===== src/rtl/core/spa_pkg.sv =====
// Shared types, codes and helpers for the slot pool allocator.
// Used by the top level and its checker.
// Depends on nothing.
package spa_pkg;

   // Used-map memory word and the bit index inside it
   localparam int MAP_WORD_W = 32;
   localparam int MAP_BIT_W  = 5;

   typedef enum logic [1:0] {
      ACT_ALLOC = 2'd0,
      ACT_FREE  = 2'd1,
      ACT_CLEAR = 2'd2,
      ACT_NOP   = 2'd3
   } action_type;

   typedef enum logic [1:0] {
      STS_OK       = 2'd0,
      STS_FULL     = 2'd1,
      STS_BAD_FREE = 2'd2
   } status_type;

   typedef enum logic [3:0] {
      ST_CLEAR,
      ST_IDLE,
      ST_HINT,
      ST_HCHK,
      ST_SCAN,
      ST_GRANT,
      ST_NEXT,
      ST_FREE,
      ST_RESP
   } state_type;

   // Lowest clear bit of a map word
   function automatic logic [MAP_BIT_W-1:0] first_zero(input logic [MAP_WORD_W-1:0] w);
      logic [MAP_BIT_W-1:0] idx;
      idx = '0;
      for (int i = MAP_WORD_W - 1; i >= 0; i--) begin
         if (!w[i]) idx = MAP_BIT_W'(i);
      end
      return idx;
   endfunction

endpackage


===== src/rtl/core/slot_pool_allocator_top.sv =====
// Slot pool allocator: used-bit map and free-slot hint stack in on-chip memories.
// Depends on spa_pkg (codes, state type, map word helpers).
//
//   channel | dir | handshake              | word
//   --------+-----+------------------------+------------------------------------------
//   req     | in  | req_valid / req_stall  | req_action, req_slot_index
//   rsp     | out | rsp_valid / rsp_stall  | rsp_granted_slot, rsp_status, rsp_used_count
//   csr     | in  | csr_valid / csr_ready  | csr_wdata (capacity)
//
// A scan allocate visits up to ceil(capacity/32) 32-slot map words. The used map has one
// read port with registered read data. Reset and every capacity write clear the map one
// word per cycle (ceil(SLOTS/32) words) with req_stall high. A result waits in the output
// register while the next word is taken; only the following result waits for rsp_stall
// to drop.
module slot_pool_allocator_top
   import spa_pkg::*;
#(
   parameter int SLOTS      = 256,
   parameter int HINT_DEPTH = 16
) (
   input  logic                             clock,
   input  logic                             reset,
   input  logic                             req_valid,
   output logic                             req_stall,
   input  logic [1:0]                       req_action,
   input  logic [$clog2(SLOTS+1)-1:0]       req_slot_index,
   output logic                             rsp_valid,
   input  logic                             rsp_stall,
   output logic [$clog2(SLOTS+1)-1:0]       rsp_granted_slot,
   output logic [1:0]                       rsp_status,
   output logic [$clog2(SLOTS+1)-1:0]       rsp_used_count,
   input  logic                             csr_valid,
   output logic                             csr_ready,
   input  logic [$clog2(SLOTS+1)-1:0]       csr_wdata
);

   localparam int SLOT_W  = $clog2(SLOTS + 1);
   localparam int NW      = (SLOTS + MAP_WORD_W - 1) / MAP_WORD_W;
   localparam int WADDR_W = (NW > 1) ? $clog2(NW) : 1;
   localparam int POS_W   = MAP_BIT_W + WADDR_W;
   localparam int CNT_W   = $clog2(HINT_DEPTH + 1);
   localparam int SIDX_W  = (HINT_DEPTH > 1) ? $clog2(HINT_DEPTH) : 1;
   localparam int CMP_W   = (SLOT_W > CNT_W) ? SLOT_W : CNT_W;

   localparam logic [SLOT_W-1:0]     SLOT_MAX  = SLOT_W'(SLOTS);
   localparam logic [SLOT_W-1:0]     SLOT_ONE  = SLOT_W'(1);
   localparam logic [CNT_W-1:0]      HINT_MAX  = CNT_W'(HINT_DEPTH);
   localparam logic [CNT_W-1:0]      CNT_ONE   = CNT_W'(1);
   localparam logic [WADDR_W-1:0]    LAST_WORD = WADDR_W'(NW - 1);
   localparam logic [WADDR_W-1:0]    WORD_ONE  = WADDR_W'(1);
   localparam logic [MAP_WORD_W-1:0] BIT_ONE   = MAP_WORD_W'(1);

   // ---------------------------------------------------------------- state
   state_type               state_ff, state_in;
   logic [SLOT_W-1:0]       cap_ff, cap_in;        // effective capacity, 1..SLOTS
   logic [CNT_W-1:0]        fill_ff, fill_in;      // min(capacity, HINT_DEPTH) at last clear
   logic [CNT_W-1:0]        cnt_ff, cnt_in;        // hint stack fill
   logic [CNT_W-1:0]        prist_ff, prist_in;    // entries below this still hold fill - k
   logic [SLOT_W-1:0]       inuse_ff, inuse_in;
   logic [WADDR_W-1:0]      clr_ptr_ff, clr_ptr_in;
   logic                    clr_resp_ff, clr_resp_in;
   logic [WADDR_W-1:0]      scan_ff, scan_in;
   logic [WADDR_W-1:0]      waddr_ff, waddr_in;
   logic [SLOT_W-1:0]       slot_ff, slot_in;
   logic [MAP_WORD_W-1:0]   word_ff, word_in;
   logic [SIDX_W-1:0]       hidx_ff, hidx_in;
   logic [SLOT_W-1:0]       res_slot_ff, res_slot_in;
   status_type              res_status_ff, res_status_in;

   logic                    rsp_valid_ff, rsp_valid_in;
   logic [SLOT_W-1:0]       rsp_slot_ff, rsp_slot_in;
   status_type              rsp_status_ff, rsp_status_in;
   logic [SLOT_W-1:0]       rsp_count_ff, rsp_count_in;

   // ---------------------------------------------------------------- memories
   logic [MAP_WORD_W-1:0]   map_mem [NW];
   logic [MAP_WORD_W-1:0]   map_rd_ff;
   logic                    map_we;
   logic [WADDR_W-1:0]      map_waddr, map_raddr;
   logic [MAP_WORD_W-1:0]   map_wdata;

   logic [SLOT_W-1:0]       stk_mem [HINT_DEPTH];
   logic [SLOT_W-1:0]       stk_rd_ff;
   logic                    stk_we;
   logic [SIDX_W-1:0]       stk_waddr, stk_raddr;
   logic [SLOT_W-1:0]       stk_wdata;

   // ---------------------------------------------------------------- decode
   logic                    in_idle, csr_take, req_take, out_free, has_room;
   action_type              req_act;
   logic [SLOT_W-1:0]       csr_cap;
   logic [CNT_W-1:0]        fill_new;
   logic                    req_free_ok;
   logic [POS_W-1:0]        req_pos, slot_pos, hint_pos, next_pos, scan_pos;
   logic [CMP_W-1:0]        hint_wide;
   logic [SLOT_W-1:0]       hint_val, scan_slot;
   logic                    hint_ok, hchk_free, scan_found, free_ok;
   logic                    next_chk, next_same;
   logic [MAP_BIT_W-1:0]    scan_bit;
   logic [CNT_W-1:0]        hidx_wide;

   assign in_idle   = (state_ff == ST_IDLE);
   assign csr_ready = in_idle;
   // Hold off requests while a capacity write is offered
   assign req_stall = !in_idle || csr_valid;
   assign csr_take  = csr_valid && in_idle;
   assign req_take  = req_valid && !req_stall;
   assign out_free  = !rsp_valid_ff || !rsp_stall;
   assign has_room  = (inuse_ff < cap_ff);
   assign req_act   = action_type'(req_action);

   always_comb begin
      // Saturate capacity to 1..SLOTS
      if (csr_wdata == '0) begin
         csr_cap = SLOT_ONE;
      end else if (csr_wdata > SLOT_MAX) begin
         csr_cap = SLOT_MAX;
      end else begin
         csr_cap = csr_wdata;
      end
      if (CMP_W'(cap_ff) < CMP_W'(HINT_DEPTH)) begin
         fill_new = CNT_W'(cap_ff);
      end else begin
         fill_new = HINT_MAX;
      end
   end

   always_comb begin
      req_free_ok = (req_slot_index != '0) && (req_slot_index <= cap_ff);
      req_pos     = POS_W'(req_slot_index - SLOT_ONE);
      slot_pos    = POS_W'(slot_ff - SLOT_ONE);
      // Untouched stack entries still read as fill - k
      hidx_wide   = CNT_W'(hidx_ff);
      hint_wide   = CMP_W'(fill_ff) - CMP_W'(hidx_ff);
      hint_val    = (hidx_wide < prist_ff) ? SLOT_W'(hint_wide) : stk_rd_ff;
      hint_ok     = (hint_val != '0) && (hint_val <= cap_ff);
      hint_pos    = POS_W'(hint_val - SLOT_ONE);
      hchk_free   = !map_rd_ff[slot_pos[MAP_BIT_W-1:0]];
      scan_found  = (map_rd_ff != '1);
      scan_bit    = first_zero(map_rd_ff);
      scan_pos    = {scan_ff, scan_bit};
      scan_slot   = SLOT_W'(scan_pos) + SLOT_ONE;
      free_ok     = map_rd_ff[slot_pos[MAP_BIT_W-1:0]] && (inuse_ff != '0);
      // Zero-based position of the slot just above the grant
      next_pos    = POS_W'(slot_ff);
      next_chk    = (cnt_ff == '0) && (slot_ff < cap_ff);
      next_same   = (next_pos[POS_W-1:MAP_BIT_W] == waddr_ff);
   end

   // ---------------------------------------------------------------- next state
   always_comb begin
      state_in = state_ff;
      case (state_ff)
         ST_CLEAR: begin
            if (clr_ptr_ff == LAST_WORD) state_in = clr_resp_ff ? ST_RESP : ST_IDLE;
         end
         ST_IDLE: begin
            if (csr_take) begin
               state_in = ST_CLEAR;
            end else if (req_take) begin
               case (req_act)
                  ACT_ALLOC: begin
                     if (cnt_ff != '0)  state_in = ST_HINT;
                     else if (has_room) state_in = ST_SCAN;
                     else               state_in = ST_RESP;
                  end
                  ACT_FREE:  state_in = req_free_ok ? ST_FREE : ST_RESP;
                  ACT_CLEAR: state_in = ST_CLEAR;
                  default:   state_in = ST_RESP;
               endcase
            end
         end
         ST_HINT: begin
            if (hint_ok)       state_in = ST_HCHK;
            else if (has_room) state_in = ST_SCAN;
            else               state_in = ST_RESP;
         end
         ST_HCHK: begin
            if (hchk_free)     state_in = ST_GRANT;
            else if (has_room) state_in = ST_SCAN;
            else               state_in = ST_RESP;
         end
         ST_SCAN: begin
            if (scan_found) state_in = ST_GRANT;
         end
         ST_GRANT: begin
            state_in = (next_chk && !next_same) ? ST_NEXT : ST_RESP;
         end
         ST_NEXT:  state_in = ST_RESP;
         ST_FREE:  state_in = ST_RESP;
         ST_RESP: begin
            if (out_free) state_in = ST_IDLE;
         end
         default:  state_in = ST_IDLE;
      endcase
   end

   // ---------------------------------------------------------------- datapath and memory control
   always_comb begin
      cap_in        = cap_ff;
      fill_in       = fill_ff;
      cnt_in        = cnt_ff;
      prist_in      = prist_ff;
      inuse_in      = inuse_ff;
      clr_ptr_in    = clr_ptr_ff;
      clr_resp_in   = clr_resp_ff;
      scan_in       = scan_ff;
      waddr_in      = waddr_ff;
      slot_in       = slot_ff;
      word_in       = word_ff;
      hidx_in       = hidx_ff;
      res_slot_in   = res_slot_ff;
      res_status_in = res_status_ff;
      map_we        = 1'b0;
      map_waddr     = '0;
      map_wdata     = '0;
      map_raddr     = '0;
      stk_we        = 1'b0;
      stk_waddr     = '0;
      stk_wdata     = '0;
      stk_raddr     = '0;

      case (state_ff)
         ST_CLEAR: begin
            // Sweep the used map, one word per cycle
            map_we     = 1'b1;
            map_waddr  = clr_ptr_ff;
            clr_ptr_in = clr_ptr_ff + WORD_ONE;
            if (clr_ptr_ff == LAST_WORD) begin
               fill_in       = fill_new;
               cnt_in        = fill_new;
               prist_in      = fill_new;
               inuse_in      = '0;
               res_slot_in   = '0;
               res_status_in = STS_OK;
            end
         end
         ST_IDLE: begin
            if (csr_take) begin
               cap_in      = csr_cap;
               clr_ptr_in  = '0;
               clr_resp_in = 1'b0;
            end else if (req_take) begin
               res_slot_in   = '0;
               res_status_in = STS_OK;
               case (req_act)
                  ACT_ALLOC: begin
                     if (cnt_ff != '0) begin
                        // Pop the hint stack: the count drops even if the hint is stale
                        cnt_in    = cnt_ff - CNT_ONE;
                        hidx_in   = SIDX_W'(cnt_ff - CNT_ONE);
                        stk_raddr = SIDX_W'(cnt_ff - CNT_ONE);
                     end else if (has_room) begin
                        scan_in   = '0;
                        map_raddr = '0;
                     end else begin
                        res_status_in = STS_FULL;
                     end
                  end
                  ACT_FREE: begin
                     slot_in   = req_slot_index;
                     waddr_in  = req_pos[POS_W-1:MAP_BIT_W];
                     map_raddr = req_pos[POS_W-1:MAP_BIT_W];
                     if (!req_free_ok) res_status_in = STS_BAD_FREE;
                  end
                  ACT_CLEAR: begin
                     clr_ptr_in  = '0;
                     clr_resp_in = 1'b1;
                  end
                  default: ;
               endcase
            end
         end
         ST_HINT: begin
            if (hint_ok) begin
               slot_in   = hint_val;
               waddr_in  = hint_pos[POS_W-1:MAP_BIT_W];
               map_raddr = hint_pos[POS_W-1:MAP_BIT_W];
            end else if (has_room) begin
               scan_in   = '0;
               map_raddr = '0;
            end else begin
               res_status_in = STS_FULL;
            end
         end
         ST_HCHK: begin
            if (hchk_free) begin
               word_in = map_rd_ff | (BIT_ONE << slot_pos[MAP_BIT_W-1:0]);
            end else if (has_room) begin
               scan_in   = '0;
               map_raddr = '0;
            end else begin
               res_status_in = STS_FULL;
            end
         end
         ST_SCAN: begin
            if (scan_found) begin
               word_in  = map_rd_ff | (BIT_ONE << scan_bit);
               waddr_in = scan_ff;
               slot_in  = scan_slot;
            end else begin
               // Advance to the next word; its data arrives next cycle
               scan_in   = scan_ff + WORD_ONE;
               map_raddr = scan_ff + WORD_ONE;
            end
         end
         ST_GRANT: begin
            map_we        = 1'b1;
            map_waddr     = waddr_ff;
            map_wdata     = word_ff;
            inuse_in      = inuse_ff + SLOT_ONE;
            res_slot_in   = slot_ff;
            res_status_in = STS_OK;
            if (next_chk) begin
               if (next_same) begin
                  if (!word_ff[next_pos[MAP_BIT_W-1:0]]) begin
                     stk_we    = 1'b1;
                     stk_waddr = '0;
                     stk_wdata = slot_ff + SLOT_ONE;
                     cnt_in    = CNT_ONE;
                     prist_in  = '0;
                  end
               end else begin
                  map_raddr = next_pos[POS_W-1:MAP_BIT_W];
               end
            end
         end
         ST_NEXT: begin
            // Next slot opens a new word: its bit 0
            if (!map_rd_ff[0]) begin
               stk_we    = 1'b1;
               stk_waddr = '0;
               stk_wdata = slot_ff + SLOT_ONE;
               cnt_in    = CNT_ONE;
               prist_in  = '0;
            end
         end
         ST_FREE: begin
            if (free_ok) begin
               map_we    = 1'b1;
               map_waddr = waddr_ff;
               map_wdata = map_rd_ff & ~(BIT_ONE << slot_pos[MAP_BIT_W-1:0]);
               inuse_in  = inuse_ff - SLOT_ONE;
               if (cnt_ff < HINT_MAX) begin
                  stk_we    = 1'b1;
                  stk_waddr = cnt_ff[SIDX_W-1:0];
                  stk_wdata = slot_ff;
                  cnt_in    = cnt_ff + CNT_ONE;
                  prist_in  = (prist_ff < cnt_ff) ? prist_ff : cnt_ff;
               end
            end else begin
               res_status_in = STS_BAD_FREE;
            end
         end
         default: ;
      endcase
   end

   // ---------------------------------------------------------------- output register
   always_comb begin
      rsp_slot_in   = rsp_slot_ff;
      rsp_status_in = rsp_status_ff;
      rsp_count_in  = rsp_count_ff;
      rsp_valid_in  = rsp_valid_ff && rsp_stall;
      if (state_ff == ST_RESP && out_free) begin
         rsp_valid_in  = 1'b1;
         rsp_slot_in   = res_slot_ff;
         rsp_status_in = res_status_ff;
         rsp_count_in  = inuse_ff;
      end
   end

   assign rsp_valid        = rsp_valid_ff;
   assign rsp_granted_slot = rsp_slot_ff;
   assign rsp_status       = rsp_status_ff;
   assign rsp_used_count   = rsp_count_ff;

   // ---------------------------------------------------------------- registers
   always_ff @(posedge clock) begin
      if (reset) begin
         state_ff     <= ST_CLEAR;
         cap_ff       <= SLOT_MAX;
         fill_ff      <= '0;
         cnt_ff       <= '0;
         prist_ff     <= '0;
         inuse_ff     <= '0;
         clr_ptr_ff   <= '0;
         clr_resp_ff  <= 1'b0;
         rsp_valid_ff <= 1'b0;
      end else begin
         state_ff     <= state_in;
         cap_ff       <= cap_in;
         fill_ff      <= fill_in;
         cnt_ff       <= cnt_in;
         prist_ff     <= prist_in;
         inuse_ff     <= inuse_in;
         clr_ptr_ff   <= clr_ptr_in;
         clr_resp_ff  <= clr_resp_in;
         rsp_valid_ff <= rsp_valid_in;
      end
   end

   always_ff @(posedge clock) begin
      scan_ff       <= scan_in;
      waddr_ff      <= waddr_in;
      slot_ff       <= slot_in;
      word_ff       <= word_in;
      hidx_ff       <= hidx_in;
      res_slot_ff   <= res_slot_in;
      res_status_ff <= res_status_in;
      rsp_slot_ff   <= rsp_slot_in;
      rsp_status_ff <= rsp_status_in;
      rsp_count_ff  <= rsp_count_in;
   end

   // Used map: one write and one read port, read data registered
   always_ff @(posedge clock) begin
      if (map_we) map_mem[map_waddr] <= map_wdata;
      map_rd_ff <= map_mem[map_raddr];
   end

   // Hint stack: same shape
   always_ff @(posedge clock) begin
      if (stk_we) stk_mem[stk_waddr] <= stk_wdata;
      stk_rd_ff <= stk_mem[stk_raddr];
   end

endmodule


===== config.mk =====
export PLATFORM = sky130hd
export DESIGN_NAME = slot_pool_allocator_top
export DESIGN_NICKNAME = d
export VERILOG_FILES = /design/src/rtl/core/spa_pkg.sv /design/src/rtl/core/slot_pool_allocator_top.sv
export SDC_FILE = /design/constraint.sdc
export NUM_CORES = 1
export LEC_CHECK = 0
export ABC_AREA = 1
export BUFFER_PORTS_ARGS = -buffer_cell sky130_fd_sc_hd__buf_2
export CORE_UTILIZATION = 50
export DETAILED_ROUTE_END_ITERATION = 7
export HOLD_SLACK_MARGIN = 0.06
export PLACE_DENSITY = 0.66
export SYNTH_ARGS = -nofsm -noshare
export SYNTH_HDL_FRONTEND = slang
export SYNTH_SLANG_ARGS = --single-unit

===== constraint.sdc =====
create_clock -name clock -period 6.7 [get_ports clock]
set_input_delay 2.01 -clock clock [delete_from_list [all_inputs] [get_ports clock]]
set_output_delay 2.01 -clock clock [all_outputs]
set_load 0.005 [all_outputs]

==> summary.txt <==
outcome -> finished clean
synth top area cells -> edfxtp_1 (56%), dfxtp_1 (6.4%), nor2_1 (4.6%), ha_1 (3.3%), a21oi_1 (3.2%)
sequential fraction of the synthesis area -> 0.619
crit-path leading delay family -> simple AND/OR/NAND/NOR gates
critical path launch point type -> register
area leader, netlist -> edfxtp_1
Hold Crit Depth -> 0
Distinct cells, synth -> 64
Worst Path Arrival -> 5690 ps
commonest cells in the synthesized netlist -> edfxtp_1 (482), nor2_1 (316), nand2_1 (222), a21oi_1 (169), inv_1 (168)
Setup crit end kind -> register
worst r2r dst -> map_rd_ff[30]$_DFF_P_
Area Growth Syn to Fin -> 11.9%
FP Rows -> 83
most frequent cell after synthesis -> edfxtp_1
Syn Inst Count -> 2379
die width -> 230 um
worst reg-to-reg path cell count -> 28
initial antenna violation count -> 0
gr usage total -> 0.260
global-route wire length before repair -> 107 mm
Top Ports -> 48
gpl congestion -> 0.976
Final ANT Viol Nets -> 0
clk_lat worst skew -> 620 ps
total grt overflow -> 0
total power -> 0.00956 W
CTS tree -> built
highest-delay cell along the critical path -> buf_4
share of cells above drive strength 1 -> 0.110
Starting Density -> 0.507
# diodes -> 0
synth warn -> 0
RSZ-0062 raised after global routing -> false
Die Ht -> 230 um
CORE AREA -> 0.0514 mm^2
# Post-CTS Setup Buffers -> 0
clock sink total -> 565
Setup Skew -> 22.7 ps
TritonCTS buffer count -> 56
Tcrit/Tclk final -> 0.770
max cap viols -> 0
Max Root-Sink Buffers -> 3
max incr delay on CP -> 630 ps
max-slew violations -> 0
post-cts resize count -> 0
Crit. Startpoint -> hidx_ff[0]$_DFFE_PP_
Vias -> 18964
post-DR wirelength/cell -> 21.8 um
Mapped Area -> 0.0261 mm^2
Bufs and invs on worst path -> 4
Max VDD drop -> 0.000260 V
FMAX -> 0.194 GHz
largest net degree at the start of global routing -> 129
H-tree Lvls -> 2
Slew @ Worst Pin -> 1350 ps
vias in the first global route -> 18098
type of the worst setup path -> reg -> reg
Final setup viols -> 0
flops & latches, synth -> 565
Nets -> 2512
ys async rst share -> 0
post-synth top area share -> 0.556
Hold WS -> 410 ps
syn nets -> 2475
Final Hold Viols -> 0
Rel. slew slack -> 0.101
Worst path depth -> 28
dpl hpwl -> 44.7 mm
CP Capture Point -> map_rd_ff[30]$_DFF_P_
Tightest Hold Check Type -> reg -> reg
Power Dens Cells -> 328 mW/mm^2
Root Buffer -> clkbuf_16
WL final -> 68.7 mm
post-synthesis average cell area -> 11.0 um^2
Critical Path Fanout Max -> 66
Post-synth EDFFs -> 482
worst reg2reg startpoint -> hidx_ff[0]$_DFFE_PP_
clock period minus worst slack -> 5160 ps
IO Port Bufs -> 47
slack of the worst reg-to-reg path -> 1540 ps
Initial DRC Count -> 1750
cell mode on critical path -> nor2_1
Setup TNS -> 0 ps
CP required -> 7230 ps
ys flop type -> edfxtp_1
first-pass detailed-route iteration total -> 6
hold_buf cts -> 0
DR vias/cell -> 6.03
drt drc -> 0
Die Area -> 0.0530 mm^2
clock slew at the register clock pins of the worst setup and hold paths -> 60 ps
Pleak -> 9.89 nW
Layout Utilization -> 0.567
==> layout by cell type, fill, tap and decap left out, types with 7 or more instances in the layout <==
cell / synthesis / routed
nor3_1: 24 / 24
o32ai_1: 25 / 23
clkbuf_16: 0 / 57
o31ai_1: 34 / 34
a211oi_1: 11 / 11
xnor2_1: 7 / 7
or2_0: 30 / 30
a32o_1: 29 / 29
a31oi_1: 36 / 36
a21oi_1: 169 / 167
or2_2: 38 / 38
mux2i_1: 18 / 18
inv_1: 168 / 168
clkinv_1: 6 / 8
nand3_1: 85 / 85
nand4_1: 17 / 17
buf_2: 29 / 47
clkbuf_8: 0 / 9
o22ai_1: 19 / 19
o211ai_1: 100 / 100
o221ai_1: 23 / 23
buf_12: 0 / 10
ha_1: 69 / 69
xor2_1: 8 / 8
nor4_1: 10 / 8
nand2_1: 222 / 222
nor2_1: 316 / 306
inv_2: 10 / 9
o21ai_0: 154 / 152
o21ai_1: 9 / 11
edfxtp_1: 482 / 482
dfxtp_1: 83 / 83
nor2_4: 2 / 12
clkbuf_1: 74 / 16
buf_4: 5 / 40
==> per-stage QoR <==
stage	worst slack [ps]	std cells	instance area, um^2
after detailed placement	1240	3037	27200
after global routing	1080	3143	29200
after global placement	1320	3037	27200
final	1540	3143	29200
after floorplan	1880	2379	26100
after CTS	1570	3142	29100
==> flip-flops by register name, indices dropped and copies added, names as in the netlist, 2 cells and up <==
| signal | count |
|---|---|
| cap_ff | 9 |
| clr_ptr_ff | 3 |
| cnt_ff | 5 |
| fill_ff | 5 |
| hidx_ff | 4 |
| inuse_ff | 9 |
| map_mem | 256 |
| map_rd_ff | 32 |
| prist_ff | 5 |
| res_slot_ff | 9 |
| res_status_ff | 2 |
| rsp_granted_slot | 9 |
| rsp_status | 2 |
| rsp_used_count | 9 |
| scan_ff | 3 |
| slot_ff | 9 |
| state_ff | 4 |
| stk_mem | 144 |
| stk_rd_ff | 9 |
| waddr_ff | 3 |
| word_ff | 32 |
==> cell families after synthesis <==
family / share of synthesized area
and+or+nand+nor: 0.126
xor gates and xnor gates: 0.00672
muxes: 0.00691
AOI/OAI and AO/OA: 0.159
adders and majority gates: 0.0347
buffers and inverters: 0.0474
DFF: 0.619
==> cell type report <==
type / instances / area [um^2]
Multi-Input combinational cell: 1511 / 8820
Clock buffer: 82 / 1610
Timing Repair Buffer: 97 / 736
Tap cell: 680 / 851
Inverter: 185 / 699
Clock inverter: 23 / 300
Fill cell: 4327 / 22300
Sequential cell: 565 / 16100
==> how the worst min path moves through the flow <==
stage,from,end,slack (ps)
final,res_slot_ff[2]$_SDFFCE_PN0P_,rsp_granted_slot[2]$_DFFE_PP_,410
after global routing,res_slot_ff[5]$_SDFFCE_PN0P_,rsp_granted_slot[5]$_DFFE_PP_,420
after CTS,res_slot_ff[2]$_SDFFCE_PN0P_,rsp_granted_slot[2]$_DFFE_PP_,420
after detailed placement,res_slot_ff[3]$_SDFFCE_PN0P_,rsp_granted_slot[3]$_DFFE_PP_,400
after global placement,res_slot_ff[2]$_SDFFCE_PN0P_,rsp_granted_slot[2]$_DFFE_PP_,410
after floorplan,res_slot_ff[0]$_SDFFCE_PN0P_,rsp_granted_slot[0]$_DFFE_PP_,400
==> where the power goes <==
group | total [W] | internal [W] | switching, W | leakage, nW
combinational | 0.00162 | 0.000534 | 0.00108 | 4.28
sequential | 0.00473 | 0.00439 | 0.000337 | 4.69
clock | 0.00321 | 0.00190 | 0.00131 | 0.917
total | 0.00956 | 0.00683 | 0.00273 | 9.89
==> metal layers <==
| metal | GRT usage | vias to the layer above | share of wire |
|---|---|---|---|
| li1 | - | 8792 | - |
| met1 | 0.374 | 9295 | 0.45 |
| met2 | 0.409 | 744 | 0.46 |
| met3 | 0.0361 | 133 | 0.065 |
| met4 | 0.0788 | 0 | 0.027 |
| met5 | 0 | - | 0 |
(Power assumes the default switching activity.)
